File: config.mk
export PLATFORM = sky130hd
export DESIGN_NAME = pd_controller_clamped
export DESIGN_NICKNAME = d
export VERILOG_FILES = /design/src/rtl/core/pdc_pkg.sv /design/src/rtl/core/pdc_front.sv /design/src/rtl/core/pdc_queue.sv /design/src/rtl/core/pdc_back.sv /design/src/rtl/core/pd_controller_clamped.sv
export SDC_FILE = /design/constraint.sdc
export NUM_CORES = 2
export LEC_CHECK = 0
export BUFFER_PORTS_ARGS = -buffer_cell sky130_fd_sc_hd__buf_2
export CAP_MARGIN = 20
export CORE_MARGIN = 8
export CORE_UTILIZATION = 58
export CTS_CLUSTER_SIZE = 16
export DETAILED_ROUTE_END_ITERATION = 6
export PLACE_DENSITY = 0.74
export SLEW_MARGIN = 30
export SYNTH_ARGS = -nofsm -noshare
export SYNTH_HDL_FRONTEND = slang
export SYNTH_SLANG_ARGS = --single-unit
export TNS_END_PERCENT = 100
File: constraint.sdc
create_clock -name clock -period 20.7 [get_ports clock]
set_input_delay 4.14 -clock clock [delete_from_list [all_inputs] [get_ports clock]]
set_output_delay 4.14 -clock clock [all_outputs]
set_load 0.1 [all_outputs]
File: src/rtl/core/pdc_pkg.sv
// ----------------------------------------------------------------------------
// pdc_pkg
// Shared types and constants of the clamped PD controller.
// ----------------------------------------------------------------------------
`default_nettype none

package pdc_pkg;

   localparam int PDC_QUEUE_DEPTH = 2;

   localparam int ERR_W   = 32;
   localparam int DIFF_W  = 33;
   localparam int GAIN_W  = 24;
   localparam int STEP_W  = 24;
   localparam int LIMIT_W = 32;
   localparam int CSR_W   = 32;
   localparam int CSR_IDX_W = 2;

   // gain x error difference, 24 x 33 bits
   localparam int PROD_W  = GAIN_W + DIFF_W;
   // magnitude of the derivative product
   localparam int MAG_W   = PROD_W - 1;
   // truncated proportional term
   localparam int PROP_W  = PROD_W - 16;
   // -P - D, wide enough that it never wraps
   localparam int SUM_W   = MAG_W + 2;

   // divider retires two quotient bits per cycle
   localparam int DIV_STEPS = MAG_W / 2;
   localparam int DIV_CNT_W = $clog2(DIV_STEPS);

   localparam logic [CSR_IDX_W-1:0] CSR_GAIN_PROP  = 2'd0;
   localparam logic [CSR_IDX_W-1:0] CSR_GAIN_DERIV = 2'd1;
   localparam logic [CSR_IDX_W-1:0] CSR_LIMIT_HIGH = 2'd2;
   localparam logic [CSR_IDX_W-1:0] CSR_LIMIT_LOW  = 2'd3;

   localparam logic [1:0] CLAMP_NONE = 2'd0;
   localparam logic [1:0] CLAMP_HIGH = 2'd1;
   localparam logic [1:0] CLAMP_LOW  = 2'd2;

   typedef struct packed {
      logic [ERR_W-1:0]  error;
      logic [DIFF_W-1:0] diff;
      logic [STEP_W-1:0] step;
      logic              zero;
   } pdc_entry_type;

   typedef struct packed {
      logic [1:0]        clamp;
      logic              zero;
   } pdc_flags_type;

endpackage

`default_nettype wire

File: src/rtl/core/pdc_front.sv
// ----------------------------------------------------------------------------
// pdc_front
// Takes request items, forms the error difference against the previous
// sample, flags a zero time step and pushes the item into the work queue.
// ----------------------------------------------------------------------------
`default_nettype none

module pdc_front (
   input  wire logic                         clock,
   input  wire logic                         reset,
   input  wire logic                         req_valid,
   output logic                              req_stall,
   input  wire logic [pdc_pkg::ERR_W-1:0]    req_error_sample,
   input  wire logic [pdc_pkg::STEP_W-1:0]   req_step_time,
   input  wire logic                         q_full,
   output logic                              q_push,
   output pdc_pkg::pdc_entry_type            q_entry
);
   import pdc_pkg::*;

   logic [ERR_W-1:0] last_error_ff;
   logic [ERR_W-1:0] last_error_in;

   assign req_stall = q_full;
   assign q_push    = req_valid && !q_full;

   always_comb begin
      q_entry.error = req_error_sample;
      q_entry.diff  = {req_error_sample[ERR_W-1], req_error_sample}
                    - {last_error_ff[ERR_W-1], last_error_ff};
      q_entry.step  = req_step_time;
      q_entry.zero  = (req_step_time == '0);
   end

   assign last_error_in = q_push ? req_error_sample : last_error_ff;

   always_ff @(posedge clock) begin
      if (reset) begin
         last_error_ff <= '0;
      end else begin
         last_error_ff <= last_error_in;
      end
   end

endmodule

`default_nettype wire

File: src/rtl/core/pdc_queue.sv
// ----------------------------------------------------------------------------
// pdc_queue
// Small FIFO of classified items between the front and the back.
// ----------------------------------------------------------------------------
`default_nettype none

module pdc_queue #(
   parameter int DEPTH = pdc_pkg::PDC_QUEUE_DEPTH
) (
   input  wire logic               clock,
   input  wire logic               reset,
   input  wire logic               push,
   input  wire pdc_pkg::pdc_entry_type push_entry,
   output logic                    full,
   input  wire logic               pop,
   output logic                    pop_valid,
   output pdc_pkg::pdc_entry_type  pop_entry
);
   import pdc_pkg::*;

   localparam int PTR_W = (DEPTH > 1) ? $clog2(DEPTH) : 1;
   localparam int CNT_W = $clog2(DEPTH + 1);

   pdc_entry_type    slot_ff [DEPTH];
   logic [PTR_W-1:0] wr_ptr_ff, wr_ptr_in;
   logic [PTR_W-1:0] rd_ptr_ff, rd_ptr_in;
   logic [CNT_W-1:0] count_ff, count_in;
   logic             do_push, do_pop;

   assign full      = (count_ff == CNT_W'(DEPTH));
   assign pop_valid = (count_ff != '0);
   assign pop_entry = slot_ff[rd_ptr_ff];
   assign do_push   = push && !full;
   assign do_pop    = pop && pop_valid;

   always_comb begin
      wr_ptr_in = wr_ptr_ff;
      rd_ptr_in = rd_ptr_ff;
      count_in  = count_ff;
      if (do_push) begin
         wr_ptr_in = (wr_ptr_ff == PTR_W'(DEPTH - 1)) ? '0 : wr_ptr_ff + 1'b1;
      end
      if (do_pop) begin
         rd_ptr_in = (rd_ptr_ff == PTR_W'(DEPTH - 1)) ? '0 : rd_ptr_ff + 1'b1;
      end
      if (do_push && !do_pop) begin
         count_in = count_ff + 1'b1;
      end else if (do_pop && !do_push) begin
         count_in = count_ff - 1'b1;
      end
   end

   always_ff @(posedge clock) begin
      if (reset) begin
         wr_ptr_ff <= '0;
         rd_ptr_ff <= '0;
         count_ff  <= '0;
      end else begin
         wr_ptr_ff <= wr_ptr_in;
         rd_ptr_ff <= rd_ptr_in;
         count_ff  <= count_in;
      end
   end

   always_ff @(posedge clock) begin
      if (do_push) begin
         slot_ff[wr_ptr_ff] <= push_entry;
      end
   end

endmodule

`default_nettype wire

File: src/rtl/core/pdc_back.sv
// ----------------------------------------------------------------------------
// pdc_back
// Control registers and the compute sequencer: shared multiplier, radix-4
// restoring divider for the derivative term, sum, clamp and result register.
// ----------------------------------------------------------------------------
`default_nettype none

module pdc_back (
   input  wire logic                          clock,
   input  wire logic                          reset,
   input  wire logic                          csr_write,
   input  wire logic [pdc_pkg::CSR_IDX_W-1:0] csr_index,
   input  wire logic [pdc_pkg::CSR_W-1:0]     csr_data,
   input  wire logic                          q_valid,
   input  wire pdc_pkg::pdc_entry_type        q_entry,
   output logic                               q_pop,
   output logic                               rsp_valid,
   input  wire logic                          rsp_stall,
   output logic [pdc_pkg::LIMIT_W-1:0]        rsp_drive,
   output pdc_pkg::pdc_flags_type             rsp_flags
);
   import pdc_pkg::*;

   localparam logic [2:0] ST_IDLE  = 3'd0;
   localparam logic [2:0] ST_MULP  = 3'd1;
   localparam logic [2:0] ST_MULD  = 3'd2;
   localparam logic [2:0] ST_SETUP = 3'd3;
   localparam logic [2:0] ST_DIV   = 3'd4;
   localparam logic [2:0] ST_SUM   = 3'd5;
   localparam logic [2:0] ST_FIN   = 3'd6;

   // control registers
   logic signed [GAIN_W-1:0]  gain_prop_ff, gain_deriv_ff;
   logic signed [LIMIT_W-1:0] limit_high_ff, limit_low_ff;

   logic [2:0]                state_ff, state_in;
   pdc_entry_type             ent_ff, ent_in;
   logic signed [PROD_W-1:0]  prod_ff, prod_in;
   logic signed [PROP_W-1:0]  prop_ff, prop_in;
   logic                      neg_ff, neg_in;
   logic [MAG_W-1:0]          quo_ff, quo_in;
   logic [STEP_W-1:0]         rem_ff, rem_in;
   logic [DIV_CNT_W-1:0]      cnt_ff, cnt_in;
   logic signed [SUM_W-1:0]   sum_ff, sum_in;

   logic                      rsp_valid_ff, rsp_valid_in;
   logic [LIMIT_W-1:0]        drive_ff, drive_in;
   pdc_flags_type             flags_ff, flags_in;

   logic signed [GAIN_W-1:0]  mul_a;
   logic signed [DIFF_W-1:0]  mul_b;
   logic signed [PROD_W-1:0]  prop_bias;
   logic [PROD_W-1:0]         prod_abs;
   logic [STEP_W:0]           r1, r2;
   logic [STEP_W+1:0]         t1, t2;
   logic [STEP_W-1:0]         rem1;
   logic                      b1, b2;
   logic signed [SUM_W-1:0]   deriv;
   logic signed [SUM_W-1:0]   lim_hi_x, lim_lo_x;
   logic                      out_free;

   always_ff @(posedge clock) begin
      if (reset) begin
         gain_prop_ff  <= '0;
         gain_deriv_ff <= '0;
         limit_high_ff <= {1'b0, {(LIMIT_W-1){1'b1}}};
         limit_low_ff  <= {1'b1, {(LIMIT_W-1){1'b0}}};
      end else if (csr_write) begin
         case (csr_index)
            CSR_GAIN_PROP:  gain_prop_ff  <= csr_data[GAIN_W-1:0];
            CSR_GAIN_DERIV: gain_deriv_ff <= csr_data[GAIN_W-1:0];
            CSR_LIMIT_HIGH: limit_high_ff <= csr_data[LIMIT_W-1:0];
            CSR_LIMIT_LOW:  limit_low_ff  <= csr_data[LIMIT_W-1:0];
            default: ;
         endcase
      end
   end

   assign out_free = !rsp_valid_ff || !rsp_stall;
   assign q_pop    = (state_ff == ST_IDLE) && q_valid;

   // one shared multiplier: Kp*e first, then Kd*diff
   always_comb begin
      if (state_ff == ST_MULP) begin
         mul_a = gain_prop_ff;
         mul_b = $signed({ent_ff.error[ERR_W-1], ent_ff.error});
      end else begin
         mul_a = gain_deriv_ff;
         mul_b = $signed(ent_ff.diff);
      end
   end

   // truncate toward zero on the divide by 2^16
   assign prop_bias = prod_ff + $signed({{(PROD_W-16){1'b0}}, {16{prod_ff[PROD_W-1]}}});
   assign prod_abs  = prod_ff[PROD_W-1] ? (~prod_ff + 1'b1) : prod_ff;

   // two restoring steps per cycle
   always_comb begin
      r1   = {rem_ff, quo_ff[MAG_W-1]};
      t1   = {1'b0, r1} - {2'b0, ent_ff.step};
      b1   = !t1[STEP_W+1];
      rem1 = b1 ? t1[STEP_W-1:0] : r1[STEP_W-1:0];
      r2   = {rem1, quo_ff[MAG_W-2]};
      t2   = {1'b0, r2} - {2'b0, ent_ff.step};
      b2   = !t2[STEP_W+1];
   end

   always_comb begin
      if (ent_ff.zero) begin
         deriv = '0;
      end else if (neg_ff) begin
         deriv = -$signed({2'b0, quo_ff});
      end else begin
         deriv = $signed({2'b0, quo_ff});
      end
   end

   assign lim_hi_x = SUM_W'(limit_high_ff);
   assign lim_lo_x = SUM_W'(limit_low_ff);

   always_comb begin
      state_in     = state_ff;
      ent_in       = ent_ff;
      prod_in      = prod_ff;
      prop_in      = prop_ff;
      neg_in       = neg_ff;
      quo_in       = quo_ff;
      rem_in       = rem_ff;
      cnt_in       = cnt_ff;
      sum_in       = sum_ff;
      drive_in     = drive_ff;
      flags_in     = flags_ff;
      rsp_valid_in = rsp_valid_ff && rsp_stall;
      case (state_ff)
         ST_IDLE: begin
            if (q_valid) begin
               ent_in   = q_entry;
               state_in = ST_MULP;
            end
         end
         ST_MULP: begin
            prod_in  = mul_a * mul_b;
            state_in = ST_MULD;
         end
         ST_MULD: begin
            prop_in  = prop_bias[PROD_W-1:16];
            prod_in  = mul_a * mul_b;
            state_in = ST_SETUP;
         end
         ST_SETUP: begin
            neg_in   = prod_ff[PROD_W-1];
            quo_in   = prod_abs[MAG_W-1:0];
            rem_in   = '0;
            cnt_in   = DIV_CNT_W'(DIV_STEPS - 1);
            state_in = ent_ff.zero ? ST_SUM : ST_DIV;
         end
         ST_DIV: begin
            quo_in = {quo_ff[MAG_W-3:0], b1, b2};
            rem_in = b2 ? t2[STEP_W-1:0] : r2[STEP_W-1:0];
            cnt_in = cnt_ff - 1'b1;
            if (cnt_ff == '0) begin
               state_in = ST_SUM;
            end
         end
         ST_SUM: begin
            sum_in   = -SUM_W'(prop_ff) - deriv;
            state_in = ST_FIN;
         end
         ST_FIN: begin
            if (out_free) begin
               flags_in.zero = ent_ff.zero;
               if (sum_ff > lim_hi_x) begin
                  drive_in       = limit_high_ff;
                  flags_in.clamp = CLAMP_HIGH;
               end else if (sum_ff < lim_lo_x) begin
                  drive_in       = limit_low_ff;
                  flags_in.clamp = CLAMP_LOW;
               end else begin
                  drive_in       = sum_ff[LIMIT_W-1:0];
                  flags_in.clamp = CLAMP_NONE;
               end
               rsp_valid_in = 1'b1;
               state_in     = ST_IDLE;
            end
         end
         default: begin
            state_in = ST_IDLE;
         end
      endcase
   end

   always_ff @(posedge clock) begin
      if (reset) begin
         state_ff     <= ST_IDLE;
         rsp_valid_ff <= 1'b0;
      end else begin
         state_ff     <= state_in;
         rsp_valid_ff <= rsp_valid_in;
      end
   end

   always_ff @(posedge clock) begin
      ent_ff   <= ent_in;
      prod_ff  <= prod_in;
      prop_ff  <= prop_in;
      neg_ff   <= neg_in;
      quo_ff   <= quo_in;
      rem_ff   <= rem_in;
      cnt_ff   <= cnt_in;
      sum_ff   <= sum_in;
      drive_ff <= drive_in;
      flags_ff <= flags_in;
   end

   assign rsp_valid = rsp_valid_ff;
   assign rsp_drive = drive_ff;
   assign rsp_flags = flags_ff;

endmodule

`default_nettype wire

File: src/rtl/core/pd_controller_clamped.sv
// ----------------------------------------------------------------------------
// pd_controller_clamped
// Fixed-point PD controller, u = -Kp*e - Kd*(e - e_prev)/dt, clamped to limits.
//
//   channel  dir  handshake              payload
//   req      in   req_valid/req_stall    error_sample Q16.16, step_time Q8.16
//   rsp      out  rsp_valid/rsp_stall    drive Q16.16, clamp_state, zero_step
//   csr      in   csr_write              csr_index, csr_data
//
// Items compute one at a time: pop, two passes through the shared multiplier,
// setup, the divider steps (two quotient bits each over 56 bits), sum, clamp.
// A zero step_time skips the divider.
// Reset loads the register defaults, clears the previous error and empties
// the queue. The queue holds QUEUE_DEPTH items; req_stall rises when it is
// full. A stalled result holds in its register while the next item computes.
// ----------------------------------------------------------------------------
`default_nettype none

module pd_controller_clamped #(
   parameter int QUEUE_DEPTH = pdc_pkg::PDC_QUEUE_DEPTH
) (
   input  wire logic                          clock,
   input  wire logic                          reset,
   input  wire logic                          req_valid,
   output logic                               req_stall,
   input  wire logic [pdc_pkg::ERR_W-1:0]     req_error_sample,
   input  wire logic [pdc_pkg::STEP_W-1:0]    req_step_time,
   output logic                               rsp_valid,
   input  wire logic                          rsp_stall,
   output logic [pdc_pkg::LIMIT_W-1:0]        rsp_drive,
   output logic [1:0]                         rsp_clamp_state,
   output logic                               rsp_zero_step,
   input  wire logic                          csr_write,
   input  wire logic [pdc_pkg::CSR_IDX_W-1:0] csr_index,
   input  wire logic [pdc_pkg::CSR_W-1:0]     csr_data
);
   import pdc_pkg::*;

   logic          q_full, q_push, q_pop, q_valid;
   pdc_entry_type push_entry, pop_entry;
   pdc_flags_type flags;

   pdc_front u_front (
      .clock            (clock),
      .reset            (reset),
      .req_valid        (req_valid),
      .req_stall        (req_stall),
      .req_error_sample (req_error_sample),
      .req_step_time    (req_step_time),
      .q_full           (q_full),
      .q_push           (q_push),
      .q_entry          (push_entry)
   );

   pdc_queue #(.DEPTH(QUEUE_DEPTH)) u_queue (
      .clock      (clock),
      .reset      (reset),
      .push       (q_push),
      .push_entry (push_entry),
      .full       (q_full),
      .pop        (q_pop),
      .pop_valid  (q_valid),
      .pop_entry  (pop_entry)
   );

   pdc_back u_back (
      .clock     (clock),
      .reset     (reset),
      .csr_write (csr_write),
      .csr_index (csr_index),
      .csr_data  (csr_data),
      .q_valid   (q_valid),
      .q_entry   (pop_entry),
      .q_pop     (q_pop),
      .rsp_valid (rsp_valid),
      .rsp_stall (rsp_stall),
      .rsp_drive (rsp_drive),
      .rsp_flags (flags)
   );

   assign rsp_clamp_state = flags.clamp;
   assign rsp_zero_step   = flags.zero;

endmodule

`default_nettype wire

# After elaboration in Yosys (flattened, before gate mapping)
# Memories as Yosys holds them, arrays and structs flattened. A register that Yosys moved wholly into a read port is not among the register bits.
# Index checks and enable logic that the tools add are counted.
[op_classes]
magnitude_cmp = 2
n_bitwise = 1
n_eq_ne = 13
multipliers = 1
n_reduce_logical = 30
muxes = 26
addsub = 13
[op_table]
columns = ["cell", "n"]
rows = [
  ["two-way mux 58 bit", 2],
  ["one-hot mux 56 bit (2 select lines)", 1],
  ["two-way mux 24 bit", 3],
  ["two-way mux 32 bit", 2],
  ["> comparator 58 x 32 -> 1 bit", 1],
  ["less-than comparator 58 x 32 -> 1 bit", 1],
  ["negation 41 -> 58 bit", 1],
  ["negation 56 -> 58 bit", 1],
  ["subtractor 58 bit", 1],
  ["adder 57 x 17 -> 57 bit", 1],
  ["multiplier 24 x 33 -> 57 bit", 1],
  ["adder 56 x 1 -> 56 bit, second input constant", 1],
  ["two-way mux 56 bit", 1],
  ["inverter 56 bit", 1],
  ["subtractor 25 x 24 -> 26 bit", 2],
  ["one-hot mux 24 bit (2 select lines)", 1],
  ["two-way mux 33 bit", 1],
  ["subtractor 32 x 32 -> 33 bit", 1],
  ["logical NOT 24 bit", 1],
  ["one-hot mux 3 bit (7 select lines)", 1],
  ["AND reduction 2 bit", 6],
  ["one-hot mux 5 bit (2 select lines)", 1],
  ["== test 3 bit, second input constant", 3],
  ["two-way mux 3 bit", 3],
  ["20 further kinds", 48],
]
[word_totals]
memories = 1
regBits = 429
mem_bits_rw = 180
out_inout_bits = 37
[memory_table]
columns = ["memory", "words", "word_bits", "read_ports", "rd_ports_with_merged_regs", "wr", "line", "rtl"]
rows = [
  ["u_queue.slot_ff", 2, 90, 1, 1, 1, "pdc_queue.sv:24", "pdc_entry_type slot_ff [DEPTH];"],
]

# Depth between registers and ports, before layout
[depth]
word_depth = 8
mapped_depth = 36
mapped_depth_nobuf = 32

# Modules after synthesis
# A second synthesis with hierarchy kept.
[unflattened]
cells_unflattened = 6976
hier_area_um2 = 67597.3
[modules_own_cells]
columns = ["mod", "seq_area_each_um2", "instances", "area_each_um2", "cells_per_inst"]
rows = [
  ["pdc_back", 13342.8, 1, 57472.6, 6188],
  ["pdc_queue", 5505.3, 1, 6711.4, 305],
  ["pdc_front", 640.6, 1, 3413.3, 483],
]

# Worst setup path after synthesis
# Ideal clock, no wire load.
[synth_path]
kind = "register -> register"
from = "register u_back.state_ff[0]"
to = "register u_back.prod_ff[35] (data pin)"
t_arrival_ps = 8691
t_required_ps = 20439
setup_ps = 261
n_path_buf = 4
path_slack_ps = 11748
path_stages_with_launch = 33
cell_sequence = "dfxtp_1 -> clkbuf_1 -> nor2b_1 -> nand2b_1 -> clkbuf_1 -> buf_1 -> mux2i_1 -> clkbuf_1 -> nor2_1 -> fa_1 -> inv_1 -> fa_1 -> inv_1 -> fa_1 -> inv_1 -> fa_1 -> inv_1 -> fa_1 -> fa_1 -> inv_1 -> fa_1 -> inv_1 -> ha_1 -> a21o_1 -> a21oi_1 -> o21ai_0 -> and2_1 -> o31a_1 -> or4b_2 -> a31o_2 -> a21oi_1 -> nor2b_1 -> o311a_1"
[synth_via]
elab_chain_len = 3
elab_cells_between_ends = 4
[synth_lines]
columns = ["element", "line", "rtl"]
rows = [
  ["start, declared", "pdc_back.sv:36", "logic [2:0] state_ff, state_in;"],
  ["start signal, assigned", "pdc_back.sv:197", "state_ff <= state_in;"],
  ["== test 3 x 1 -> 1 bit (*)", "pdc_back.sv:84, pdc_back.sv:134", ""],
  ["two-way mux 24 bit or two-way mux 33 bit (tied branches)", "pdc_back.sv:84", "if (state_ff == ST_MULP) begin"],
  ["multiplier 24 x 33 -> 57 bit (*)", "pdc_back.sv:142, pdc_back.sv:147", ""],
  ["end signal, assigned", "pdc_back.sv:204", "prod_ff <= prod_in;"],
  ["end, declared", "pdc_back.sv:38", "logic signed [PROD_W-1:0] prod_ff, prod_in;"],
]
# Every way passes the cells marked *; elsewhere a longest branch is shown, timed or not.
# A chain may end at the register's enable or synchronous reset.

# Worst setup path in the final report
[layout_path]
from = "register u_back.state_ff[2]"
to = "register u_back.prod_ff[33] (data pin)"
# The elaborated chain is that of the path after synthesis.

==> metrics.md <==
| Metric | Value |
|---|---|
| Initial DRC Count | `4,127` |
| Unrepaired setup endpoints after global routing | `no` |
| YS warnings | `0` |
| Vias/cell | `5.77` |
| Layout cells sized above 1 | `7.89%` |
| Average cell area after synthesis | `9.79 µm²` |
| Vias | `48,000` |
| WHS Endpoint | `u_front.last_error_ff[19]` |
| Placed cell areas | `68,400 µm²` |
| Final period util | `51.7%` |
| Worst-Skew Late Latency | `about 0.66 ns` |
| Adder-cell share of the synthesized area | `33.6%` |
| Remaining global-route overflow | `0` |
| Top-level port count | `132` |
| Die Width | `353 µm` |
| Drt first pass iters | `7` |
| Critical Path RT | `approximately 21 ns` |
| Setup TNS | `0 ns` |
| # setup viols final | `0` |
| Netlist cell types | `75` |
| P&R area growth vs syn | `7.82%` |
| Max cap viols | `0` |
| Crit path max-delay cell type | `mux2i_1` |
| PnR worst setup slack | `9.99 ns` |
| Worst slew pin tran | `1.09 ns` |
| Prevailing post-synth register cell | `edfxtp_1` |
| Post-Layout Cell Count | `8,314` |
| Most frequent cells in the layout | `1,061 x nand2_1, 1,010 x inv_1, 809 x fa_1` |
| Critical Path Most Common Cell | `fa_1` |
| CTS Sinks | `699` |
| Nets | `about 8,100` |
| Asr flop ratio synth | `0%` |
| XOR/XNOR Fraction of Synth Area | `4.46%` |
| F_max | `0.0934 GHz` |
| Final hold vios | `0` |
| Post-Place Setup Slack | `approximately 10 ns` |
| Design Area, Final | `between 70,000 and 80,000 µm²` |
| Core area | `113,000 µm²` |
| Clk slew on worst S/H paths | `0.06 ns` |
| WL per Instance | `around 21 µm` |
| Clk root buf | `clkbuf_16` |
| Cts repair resizes | `0` |
| Simple-gate share of the synthesized area | `13.0%` |
| First-pass GRT wire length | `between 200,000 and 300,000 µm` |
| Min-delay src | `u_front.last_error_ff[19]` |
| Final Max Slew Viols | `0` |
| Die extent in y | `353 µm` |
| Worst Hold Class | `reg2reg` |
| Port buffer count | `131` |
| Worst R2R Path Depth | `28` |
| CTS H-tree lvls | `3` |
| Placed cell count | `slightly above 8,000` |
| Postcts setup bufs | `0` |
| Hold Path Stages | `2` |
| R2R Path End | `u_back.prod_ff[33]` |
| Hpwl dp | `roughly 140,000 µm` |
| GP Congestion | `0.986` |
| Largest family of logic cells by synthesized area | `adder cells` |
| Worst clock skew | `0.0350 ns` |
| PwrDens | `roughly 140 nW/µm²` |
| Die area | `approximately 120,000 µm²` |
| Crit. End Element | `flop` |
| CP max FO | `63` |
| CTS tree | `built` |
| Worst R2R Setup Slack | `9.99 ns` |
| Slew headroom | `26.1%` |
| Largest net degree at the start of global routing | `105` |
| Hold_ws | `0.453 ns` |
| Site Rows | `between 100 and 150` |
| Global Route Usage Sum | `28.1%` |
| Final worst path period need | `10.71 ns` |
| DRC Markers | `0` |
| CP startpoint kind | `flop` |
| Mapped Cells | `6,734` |
| CTS Buf Count | `77` |
| Leading cell type in the layout, fill and taps excluded | `nand2_1` |
| Vias in the first global route | `50,000` |
| R2r startpoint | `u_back.state_ff[2]` |
| Run status | `completed` |
| Initial core utilization | `58.5%` |
| Leak pwr | `around 32 nW` |
| FF+latch count, synth | `699` |
| Synth Net Count | `8,117` |
| Final WL | `177,000 µm` |
| Post-synthesis mux area share | `3.99%` |
| Complex-gate fraction of the synthesized area | `8.05%` |
| Worst vdd rail ir drop | `120 µV` |
| Initial antenna violation count | `4` |
| Critical setup path kind | `reg2reg` |
| Post-synth EDFFs | `547` |
| Antenna viol nets, final | `0` |
| Post-CTS Hold Fix Bufs | `0` |
| Synth Cell Area | `roughly 66,000 µm²` |
| CP peak stage delay | `between 0.9 and 1 ns` |
| WP data arrival | `11.11 ns` |
| CTS max path bufs | `3` |
| Post-synthesis sequential area ratio | `29.5%` |
==> power breakdown <==
part	total [W]	internal [W]	switching, W
combinational	0.00637	0.00245	0.00392
sequential	0.00241	0.00211	0.000298
clock	0.00146	0.000864	0.000594
total	0.0102	0.00542	0.00482
==> per-stage QoR <==
stage	total power [W]	utilization, %
4_1_cts	0.0102	63.1
5_1_grt	0.0110	63.1
6_report	0.0102	63.1
3_5_place_dp	0.00868	60.7
2_1_floorplan	0.00688	-
3_3_place_gp	0.00850	60.6
==> critical path: cells and delay by family (launching register included) <==
kind / cells / cell delay (ns)
simple gates: 4 / 1.85
fa+ha+maj: 8 / 3.93
compound gates: 9 / 1.76
flops: 1 / 0.76
xor+xnor: 1 / 0.11
mux: 1 / 0.94
buf+inv: 5 / 1.01
==> cell families after synthesis <==
logic type,count (synthesis)
buffers and inverters,1285
adders and majority gates,1288
AOI/OAI and AO/OA,860
muxes,249
DFF,699
xor gates and xnor gates,336
and+or+nand+nor,2017
==> sequential cells by signal (all words and copies together), names as in the netlist, 41 cells and up <==
| signal | cells |
|---|---|
| u_back.prop_ff | 41 |
| u_back.prod_ff | 57 |
| u_back.sum_ff | 58 |
| u_back.ent_ff | 90 |
| u_back.quo_ff | 56 |
| u_queue.slot_ff | 180 |
==> routing by layer <==
layer / vias up / share of wire [%] / track usage [%]
met5: - / 0 / 0
met4: 0 / 5.8 / 13.6
met3: 513 / 9.3 / 6.64
met2: 2153 / 45 / 45.1
met1: 23400 / 39 / 35.8
li1: 21800 / - / -
==> cell type report <==
cell class | instances | area, µm²
Multi-Input combinational cell | 4750 | 42000
Fill cell | 9171 | 41500
Sequential cell | 699 | 19500
Inverter | 1014 | 3810
Clock buffer | 94 | 2120
Tap cell | 1500 | 1880
Timing Repair Buffer | 204 | 1220
Clock inverter | 49 | 601
Antenna cell | 4 | 10.0
==> how the worst max path moves through the flow <==
stage	startpoint	end	slack [ns]	depth (start not counted)
finish	u_back.state_ff[2]	u_back.prod_ff[33]	9.99	28
global route	u_back.state_ff[2]	u_back.prod_ff[33]	9.60	28
CTS	u_back.state_ff[2]	u_back.prod_ff[33]	9.96	28
detailed placement	u_back.state_ff[2]	u_back.prod_ff[33]	10.01	28
global placement	u_back.state_ff[2]	u_back.prod_ff[35]	10.33	27
floorplan	u_back.state_ff[0]	u_back.prod_ff[35]	11.75	32
==> cells in the mapped netlist (all sizes together) (20+ instances only) <==
| master | instances | area share [%] |
|---|---|---|
| xnor2 | 225 | 3.0 |
| nor2 | 564 | 3.2 |
| and3 | 27 | 0.26 |
| or3 | 21 | 0.21 |
| or4 | 20 | 0.24 |
| clkbuf | 252 | 1.4 |
| o21ai | 186 | 1.4 |
| o21a | 25 | 0.28 |
| dfxtp | 152 | 4.6 |
| nand3b | 35 | 0.40 |
| nand2b | 49 | 0.49 |
| nor2b | 37 | 0.35 |
| ha | 479 | 9.1 |
| mux2 | 113 | 1.9 |
| nand4 | 36 | 0.34 |
| nand3 | 59 | 0.45 |
| a21o | 125 | 1.4 |
| edfxtp | 547 | 25 |
| o31ai | 33 | 0.38 |
| o21bai | 23 | 0.26 |
| xor2 | 111 | 1.5 |
| a21oi | 329 | 2.5 |
| nor3 | 28 | 0.21 |
| fa | 809 | 25 |
| o41ai | 21 | 0.32 |
| mux2i | 136 | 2.1 |
| inv | 1012 | 5.8 |
| and2 | 26 | 0.25 |
| nand2 | 1068 | 6.1 |
No activity file was read; power rests on OpenSTA's default activity.
